<file path="config.mk">
export PLATFORM = sky130hd
export DESIGN_NAME = midi_stream_splitter
export DESIGN_NICKNAME = d
export VERILOG_FILES = /design/src/hdl/mss_pkg.sv /design/src/hdl/midi_stream_splitter.sv /design/src/hdl/mss_parser.sv
export SDC_FILE = /design/constraint.sdc
export NUM_CORES = 1
export LEC_CHECK = 0
export BUFFER_PORTS_ARGS = -buffer_cell sky130_fd_sc_hd__buf_4
export CORE_ASPECT_RATIO = 2
export CORE_MARGIN = 5
export CORE_UTILIZATION = 50
export DETAILED_ROUTE_END_ITERATION = 16
export GPL_TIMING_DRIVEN = 0
export PLACE_DENSITY_LB_ADDON = 0.2
export SLEW_MARGIN = 20
export SYNTH_ARGS = -nofsm -noshare
export SYNTH_HDL_FRONTEND = slang
export SYNTH_SLANG_ARGS = --single-unit
</file>
<file path="constraint.sdc">
create_clock -name i_clk -period 5.1 [get_ports i_clk]
set_input_delay 0.255 -clock i_clk [delete_from_list [all_inputs] [get_ports i_clk]]
set_output_delay 0.255 -clock i_clk [all_outputs]
set_load 0.005 [all_outputs]
</file>
<file path="src/hdl/mss_pkg.sv">
// ----------------------------------------------------------------------------
// mss_pkg
// Shared types and constants for the MIDI/ASCII stream splitter.
// ----------------------------------------------------------------------------
package mss_pkg;

    // kind of event reported on the result stream
    typedef enum logic [1:0] {
        KIND_ASCII = 2'd0,
        KIND_START = 2'd1,
        KIND_STOP  = 2'd2,
        KIND_CTRL  = 2'd3
    } t_event_kind;

    // register index on the register port
    localparam logic [0:0] REG_CONTROL_CHANNEL = 1'b0;

    // high nibble of a status byte
    localparam logic [3:0] STATUS_NOTE_OFF  = 4'h8;
    localparam logic [3:0] STATUS_NOTE_ON   = 4'h9;
    localparam logic [3:0] STATUS_CTRL      = 4'hB;
    localparam logic [3:0] STATUS_CHAN_PRES = 4'hD;

    // message fill count
    localparam logic [1:0] FILL_IDLE   = 2'd0;
    localparam logic [1:0] FILL_STATUS = 2'd1;
    localparam logic [1:0] FILL_FIRST  = 2'd2;

    // one decoded event from the parser
    typedef struct packed {
        logic        valid;
        t_event_kind kind;
        logic [3:0]  channel;
        logic [6:0]  key_or_id;
        logic [6:0]  amount;
        logic [6:0]  text_char;
    } t_event;

endpackage

</file>
<file path="src/hdl/midi_stream_splitter.sv">
// ----------------------------------------------------------------------------
// midi_stream_splitter
// Splits a received byte stream into MIDI note and controller events and
// pass-through ASCII characters. A byte enters an input register, is decoded
// against the held message state and lands in a result register, so one byte
// is taken every cycle and its event, if any, is offered on the output from
// the result register; the only stall is a full result register that is not
// being taken.
// Status bytes, incomplete messages and messages other than note on or note off
// on any channel and controller change on the configured channel give no event.
// ----------------------------------------------------------------------------
module midi_stream_splitter (
    input  logic        i_clk,
    input  logic        i_rst_n,
    // byte stream in
    input  logic        s_axis_tvalid,
    output logic        s_axis_tready,
    input  logic [7:0]  s_axis_tdata,   // [7:0] rx_byte
    // event stream out
    output logic        m_axis_tvalid,
    input  logic        m_axis_tready,
    output logic [31:0] m_axis_tdata,   // [3:0] channel, [10:4] key_or_id,
                                        // [17:11] amount, [24:18] text_char
    output logic [1:0]  m_axis_tuser,   // [1:0] event_kind
    // register port
    input  logic        psel,
    input  logic        penable,
    input  logic        pwrite,
    input  logic [2:0]  paddr,
    input  logic [31:0] pwdata,
    output logic [31:0] prdata,
    output logic        pready
);

    logic            r_in_valid;
    logic [7:0]      r_in_byte;
    logic            r_out_valid;
    mss_pkg::t_event r_out_event;
    logic [3:0]      r_control_channel;
    logic            advance;
    mss_pkg::t_event dec_event;

    // register port
    assign pready = 1'b1;

    always_ff @(posedge i_clk) begin
        if (!i_rst_n) begin
            r_control_channel <= '0;
        end else if (psel && penable && pwrite && pready
                     && paddr[2] == mss_pkg::REG_CONTROL_CHANNEL) begin
            r_control_channel <= pwdata[3:0];
        end
    end

    always_comb begin
        prdata = '0;
        if (paddr[2] == mss_pkg::REG_CONTROL_CHANNEL) begin
            prdata = {28'd0, r_control_channel};
        end
    end

    // pipeline control: the input register moves on when the result slot is free or is being taken
    assign advance       = r_in_valid && (!r_out_valid || m_axis_tready);
    assign s_axis_tready = !r_in_valid || advance;

    // input register
    always_ff @(posedge i_clk) begin
        if (!i_rst_n) begin
            r_in_valid <= 1'b0;
        end else if (s_axis_tready) begin
            r_in_valid <= s_axis_tvalid;
        end
    end

    always_ff @(posedge i_clk) begin
        if (s_axis_tvalid && s_axis_tready) begin
            r_in_byte <= s_axis_tdata;
        end
    end

    // decode
    mss_parser u_parser (
        .i_clk             (i_clk),
        .i_rst_n           (i_rst_n),
        .i_advance         (advance),
        .i_byte            (r_in_byte),
        .i_control_channel (r_control_channel),
        .o_event           (dec_event)
    );

    // result register
    always_ff @(posedge i_clk) begin
        if (!i_rst_n) begin
            r_out_valid <= 1'b0;
        end else if (!r_out_valid || m_axis_tready) begin
            r_out_valid <= advance && dec_event.valid;
        end
    end

    always_ff @(posedge i_clk) begin
        if (advance && dec_event.valid) begin
            r_out_event <= dec_event;
        end
    end

    assign m_axis_tvalid = r_out_valid;
    assign m_axis_tuser  = r_out_event.kind;
    assign m_axis_tdata  = {7'd0, r_out_event.text_char, r_out_event.amount,
                            r_out_event.key_or_id, r_out_event.channel};

    // checks
    a_status_silent: assert property (@(posedge i_clk) disable iff (!i_rst_n)
        advance && r_in_byte[7] |-> !dec_event.valid)
        else $error("status byte produced an event");

    a_ascii_clean: assert property (@(posedge i_clk) disable iff (!i_rst_n)
        m_axis_tvalid && m_axis_tuser == mss_pkg::KIND_ASCII
        |-> m_axis_tdata[17:0] == 18'd0)
        else $error("ascii event carries midi fields");

    a_midi_clean: assert property (@(posedge i_clk) disable iff (!i_rst_n)
        m_axis_tvalid && m_axis_tuser != mss_pkg::KIND_ASCII
        |-> m_axis_tdata[24:18] == 7'd0)
        else $error("midi event carries a character");

    a_stall_cause: assert property (@(posedge i_clk) disable iff (!i_rst_n)
        !s_axis_tready |-> r_in_valid && r_out_valid && !m_axis_tready)
        else $error("input stalled without a blocked result");

    a_out_hold: assert property (@(posedge i_clk) disable iff (!i_rst_n)
        m_axis_tvalid && !m_axis_tready
        |=> m_axis_tvalid && $stable(m_axis_tdata) && $stable(m_axis_tuser))
        else $error("stalled result changed");

endmodule

</file>
<file path="src/hdl/mss_parser.sv">
// ----------------------------------------------------------------------------
// mss_parser
// Message assembly state and per-byte decode; gives at most one event per
// byte, combinationally from the byte and the held message state.
// ----------------------------------------------------------------------------
module mss_parser (
    input  logic             i_clk,
    input  logic             i_rst_n,
    input  logic             i_advance,
    input  logic [7:0]       i_byte,
    input  logic [3:0]       i_control_channel,
    output mss_pkg::t_event  o_event
);

    logic [7:0] r_status_hold;
    logic [7:0] n_status_hold;
    logic [6:0] r_first_data;
    logic [6:0] n_first_data;
    logic [1:0] r_fill_count;
    logic [1:0] n_fill_count;

    // report a completed message, or nothing
    function automatic mss_pkg::t_event finish(input logic [7:0] status,
                                               input logic [3:0] ctrl_ch,
                                               input logic [6:0] d1,
                                               input logic [6:0] d2);
        mss_pkg::t_event ev;
        ev           = '0;
        ev.channel   = status[3:0];
        ev.key_or_id = d1;
        if (status[7:4] == mss_pkg::STATUS_NOTE_ON) begin
            ev.valid  = 1'b1;
            ev.kind   = mss_pkg::KIND_START;
            ev.amount = d2;
        end else if (status[7:4] == mss_pkg::STATUS_NOTE_OFF) begin
            ev.valid  = 1'b1;
            ev.kind   = mss_pkg::KIND_STOP;
        end else if (status[7:4] == mss_pkg::STATUS_CTRL && status[3:0] == ctrl_ch) begin
            ev.valid  = 1'b1;
            ev.kind   = mss_pkg::KIND_CTRL;
            ev.amount = d2;
        end else begin
            ev = '0;
        end
        return ev;
    endfunction

    // next state and event for the byte in the input register
    always_comb begin
        n_status_hold = r_status_hold;
        n_first_data  = r_first_data;
        n_fill_count  = r_fill_count;
        o_event       = '0;
        if (i_advance) begin
            if (i_byte[7]) begin
                // status byte starts a message, drops any partial one
                n_status_hold = i_byte;
                n_fill_count  = mss_pkg::FILL_STATUS;
            end else begin
                case (r_fill_count)
                    mss_pkg::FILL_IDLE: begin
                        o_event.valid     = 1'b1;
                        o_event.kind      = mss_pkg::KIND_ASCII;
                        o_event.text_char = i_byte[6:0];
                    end
                    mss_pkg::FILL_STATUS: begin
                        n_first_data = i_byte[6:0];
                        if (r_status_hold[7:4] == mss_pkg::STATUS_CHAN_PRES) begin
                            n_fill_count = mss_pkg::FILL_IDLE;
                            o_event = finish(r_status_hold, i_control_channel,
                                             i_byte[6:0], 7'd0);
                        end else begin
                            n_fill_count = mss_pkg::FILL_FIRST;
                        end
                    end
                    default: begin
                        // second data byte completes a three-byte message
                        n_fill_count = mss_pkg::FILL_IDLE;
                        o_event = finish(r_status_hold, i_control_channel,
                                         r_first_data, i_byte[6:0]);
                    end
                endcase
            end
        end
    end

    // message state registers
    always_ff @(posedge i_clk) begin
        if (!i_rst_n) begin
            r_status_hold <= '0;
            r_first_data  <= '0;
            r_fill_count  <= mss_pkg::FILL_IDLE;
        end else begin
            r_status_hold <= n_status_hold;
            r_first_data  <= n_first_data;
            r_fill_count  <= n_fill_count;
        end
    end

endmodule
</file>
# == After elaboration in Yosys (flattened, before gate mapping) ==
# Index checks and enable logic that the tools add are counted.
# op_classes
reduce_logical,16
n_eq_ne,7
bitwise_logic,3
mux,24
# op_table
op,count
$mux W28,3
$mux W25,2
$mux W11,4
$pmux W18 S2,1
$mux W7,5
$eq A4 B4 Y1 const B,4
$pmux W7 S2,1
$mux W3,3
$logic_and A1 B1 Y1,7
$pmux W3 S2,1
$eq A4 B4 Y1,1
$mux W2,2
$mux W4,1
$pmux W2 S2,1
$reduce_and A2 Y1,2
$not A1 Y1,3
$reduce_and A3 Y1,1
$eq A2 B1 Y1 const B,1
$logic_not A1 Y1,2
$logic_not A2 Y1,1
$logic_or A1 B1 Y1,2
$ne A2 B2 Y1 const B,1
$reduce_or A2 Y1,1
# totals
inputBits,50
wordCells,62
ff_bits,58
out_inout_bits,69

# == Depth between registers and ports, before layout ==
# logic_depth
ltp_word,10
ltp_mapped,6
depth_no_buf,4

# == Hierarchy ==
# Synthesis repeated with hierarchy kept, for this count alone.
# hier_totals
hier_cells,216
hier_area_um2,2593.7
# by_module_without_submodules
module,area_per_inst_um2,cells_each,seq_area_each_um2,n_inst
midi_stream_splitter,1635.3,107,1171.1,1
mss_parser,958.4,109,340.3,1

# == Worst setup path before layout ==
# Ideal clock, no wire load.
# synth_timing
kind,reg-to-reg
start,reg r_out_valid (netlist: m_axis_tvalid)
end,"reg r_out_event (netlist bit m_axis_tdata[0]), enable pin"
required_time_ps,4716
path_stages_with_launch,6
setup_time_ps,384
period_less_slack_ps,2236
setup_slack_ps,2864
n_path_buf,1
t_arrival_ps,1852
path_cell_list,dfxtp_1 nor2b_1 or3_1 buf_2 or3_1 nand2_1
# synth_via
elab_chain_cells,5
# synth_lines
element,line_no,source
start: declaration,midi_stream_splitter.sv:37,logic r_out_valid;
start signal: assignment,midi_stream_splitter.sv:96,r_out_valid <= advance && dec_event.valid;
$logic_not A1 Y1 (*),midi_stream_splitter.sv:63,assign advance = r_in_valid && (!r_out_valid || m_axis_tready);
$logic_or A1 B1 Y1 (*),midi_stream_splitter.sv:63,
$logic_and A1 B1 Y1 (*),midi_stream_splitter.sv:63,
$mux W28,mss_parser.sv:54,if (i_advance) begin
$logic_and A1 B1 Y1 (*),midi_stream_splitter.sv:101,if (advance && dec_event.valid) begin
end signal: assignment,midi_stream_splitter.sv:102,r_out_event <= dec_event;
end: declaration,midi_stream_splitter.sv:38,mss_pkg::t_event r_out_event;
# Mark *: on every way between the ends. The rest lies on a longest branch, timed or not.
# A chain may end at the register's enable or synchronous reset.

# == Worst setup path after layout ==
# layout_timing
start,reg u_parser.r_status_hold[5]
end,"reg r_out_event (netlist bit m_axis_tdata[7]), enable pin"
# layout_via
elab_chain_cells,10
elab_cells_between_ends,13
classes_between,eq/ne (4); mux (7); reduce/logical (2)
# layout_lines
element,line_no,source
start: declaration,mss_parser.sv:15,logic [7:0] r_status_hold;
start signal: assignment,mss_parser.sv:94,r_status_hold <= n_status_hold;
$eq A4 B4 Y1,mss_parser.sv:38,end else if (status[7:4] == mss_pkg::STATUS_CTRL && status[3:0] == ctrl_ch) begin
$logic_and A1 B1 Y1,mss_parser.sv:38,
$mux W3,mss_parser.sv:38,
$mux W3,mss_parser.sv:35,end else if (status[7:4] == mss_pkg::STATUS_NOTE_OFF) begin
$mux W3,mss_parser.sv:31,if (status[7:4] == mss_pkg::STATUS_NOTE_ON) begin
$mux W28,mss_parser.sv:68,if (r_status_hold[7:4] == mss_pkg::STATUS_CHAN_PRES) begin
$pmux W3 S2 (*),mss_parser.sv:60,case (r_fill_count)
$mux W28 (*),mss_parser.sv:55,if (i_byte[7]) begin
$mux W28 (*),mss_parser.sv:54,
$logic_and A1 B1 Y1 (*),midi_stream_splitter.sv:101,
# Marked as above.

==> metrics <==
clock transition at the registers of the reported paths about 0.060 ns; simple-gate portion of the synthesized area 16.5%; Ys Warns 0; status finished clean; Worst Hold Depth 1; Async SR Flop Fraction 0%; Max-Cap Viols 0; most instantiated cells after synthesis buf_4, edfxtp_1, nor2_1, dfxtp_1, mux2i_1; Synth Area in XOR/XNOR 1.34%; gp weighted congestion 0.854; first-pass GRT wire length 8160 µm; crit-path cells nand4b_1, a2111oi_0, o211ai_1, nand2_2; Crit path required time 5.07 ns; logic gate share of total power under 10%; clock tree from TritonCTS built; Crit path max-delay family compound AO/OA/AOI/OAI gates; Hold Buf Count CTS 0; number of diodes 0; crit-path max FO 27; peak supply drop 0.204 mV; Worst-Margin Slew slightly below 0.7 ns; CP endpoint kind register; clock network fraction of design power 37.1%; crit path launch type register; WL met2 roughly 2800 µm; CP arrival approximately 2.5 ns; vias in the first global route 1757; GR Overflow Total 0; mux cell area share after synthesis between 6 and 7%; reg2reg end m_axis_tdata[7]$_SDFFCE_PP0P_; Clock Path Buffers 2; area leader, netlist edfxtp_1; P_leak 0.00156 µW; sequential power share 54.8%; H-tree depth 3; R2R Setup Slk 2.60 ns; NetSw around 210 µW; reg2reg path depth 4; Yosys reg bits 58; Finished Layout Cells 383; slowest cell on the critical path nand2_2; post-synth cell types 31; drt wl/cell between 10 and 15 µm; largest net degree at the start of global routing 28; sequential-to-total area share from yosys stat 57.9%; CP Class reg -> reg; Yosys top cell area share 40.3%; Min Hold Slack 0.0899 ns; compound-cell area share of the yosys netlist 4.46%; pwr/cell area 282 nW/µm²; largest family of logic cells by synthesized area simple AND/OR/NAND/NOR gates; CTS buffer count 9; Crit path largest cell delay 0.60 ns; P&R area growth vs syn 29.0%; DRT met1 WL 1730 µm; RSZ-0062 raised after global routing no; CORE AREA 5090 µm²; Slew HR 54.2%; Worst-Skew Late Latency 0.34 ns; GRT Overall Usage 16.6%; DP HPWL ~4000 µm; drt first-iter violations 49; adder-cell share of the synthesized area 0%; Rows 37; Net Sw Frac 22.2%; synth top area cells edfxtp_1, dfxtp_1, buf_4; clk_skew 0.00674 ns; Mapped Cells 223; initial antenna violation count 0; Detail Route Antenna Nets 0; Die Y-Extent 112 µm; io pins between 100 and 150; final slew viol count 0; Pwr Total about 950 µW; Port Buffers 52; Setup Fix Bufs, Post-CTS 0; Die Area 6850 µm²; Fillers 428; Worst Hold Class in -> reg; Synth Flop Type edfxtp_1; minimum clock period between 2 and 3 ns; Root Driver clkbuf_8; clk sink count between 50 and 60; final hold vios 0; met3 routed WL 388 µm; post-CTS resize count 0; Post-synth EDFFs 35; Initial Utilization ~50%; Top Metal Used met4; DR vias 1783; Post-Syn Area 2610 µm²; die width 61.1 µm; DRT Wirelength 5140 µm; hold_sp s_axis_tdata[5]; fmax 400 MHz; Final setup viols 0; drt pass-1 iters 4; Via-to-Cell Ratio 4.66; Placed Cells incl. Taps around 370; worst reg2reg startpoint u_parser.r_status_hold[5]$_SDFFE_PN0P_; fin nets 370; Residual DRC 0; Fin Setup TNS 0 ns; Hold Crit Endpoint r_in_byte[5]$_DFFE_PP_; syn avg cell area 11.7 µm²; crit share post-route between 40 and 50%; Buffers & Inverters on Critical Path 0; Int Pwr 739 µW; layout cells sized above 1 approximately 35%; most frequent cell after synthesis buf_4
==> cells in the final DEF (no fill, tap or decap), types with 3 or more instances in the layout <==
master	count
buf_4	89
conb_1	36
edfxtp_1	35
nor2_1	27
dfxtp_1	23
mux2i_1	18
clkbuf_8	10
and2_1	9
nor3_1	8
inv_1	7
a22oi_1	7
nor3b_2	7
clkbuf_1	6
nor2b_1	5
a21oi_1	5
xor2_1	4
nand2_1	4
nand4b_1	3
nand2b_1	3
clkinv_2	3
==> state kept, by name, indices dropped and copies added (netlist names) <==
name	cells
m_axis_tuser	2
m_axis_tvalid	1
u_parser.r_status_hold	8
u_parser.r_fill_count	2
u_parser.r_first_data	7
r_control_channel	4
m_axis_tdata	25
r_in_valid	1
r_in_byte	8
==> stage by stage <==
stage          utilization, %  worst slack [ns]  instance area [µm²]
3_3_place_gp             62.8              2.30                 3200
2_1_floorplan               -              2.86                 2740
3_5_place_dp             62.8              2.22                 3200
6_report                 66.1              2.60                 3370
4_1_cts                  66.0              2.18                 3360
5_1_grt                  66.1              2.36                 3370
==> worst max path at each step <==
stage	startpoint	to	slack (ns)	cells after the start
final	u_parser.r_status_hold[5]$_SDFFE_PN0P_	m_axis_tdata[7]$_SDFFCE_PP0P_	2.60	4
after global routing	u_parser.r_status_hold[5]$_SDFFE_PN0P_	m_axis_tdata[7]$_SDFFCE_PP0P_	2.36	4
after global placement	u_parser.r_status_hold[5]$_SDFFE_PN0P_	m_axis_tdata[0]$_SDFFCE_PP0P_	2.30	4
after floorplan	m_axis_tvalid$_SDFFE_PN0P_	m_axis_tdata[0]$_SDFFCE_PP0P_	2.86	5
after CTS	u_parser.r_status_hold[5]$_SDFFE_PN0P_	m_axis_tdata[7]$_SDFFCE_PP0P_	2.18	4
after detailed placement	u_parser.r_status_hold[5]$_SDFFE_PN0P_	m_axis_tdata[2]$_SDFFCE_PP0P_	2.22	4
==> cells by family (layout without fill, tap and decap cells) <==
family | after synthesis | in the layout
AOI/OAI and AO/OA | 17 | 17
buffers and inverters | 50 | 118
and+or+nand+nor | 74 | 74
other | 2 | 36
xor gates and xnor gates | 4 | 4
DFF | 58 | 58
muxes | 18 | 18
==> layout make-up <==
type | count | area (µm²) | area share, %
well taps | 58 | 72.6 | 2.16
inverters | 8 | 30.0 | 0.892
multi-input cells | 149 | 898 | 26.7
plain buffers | 42 | 299 | 8.88
clock inverters | 3 | 15.0 | 0.446
flip-flops and latches | 58 | 1510 | 44.9
clock buffers | 13 | 149 | 4.42
repair buffers | 52 | 390 | 11.6
==> power groups by stage <==
stage                     Sequential (µW)  Clock, µW  Combinational, µW
after floorplan                       526          0               50.7
after global placement                530          0               74.7
after detailed placement              531          0               76.1
after CTS                             521        362               76.4
after global routing                  522        381               85.9
final                                 521        353               77.0
==> routing by layer <==
metal	track usage, %	up-vias
met5	0	-
met4	8.68	0
met3	4.95	14
met2	30.1	72
met1	15.5	802
li1	-	895
(Power assumes the default switching activity.)
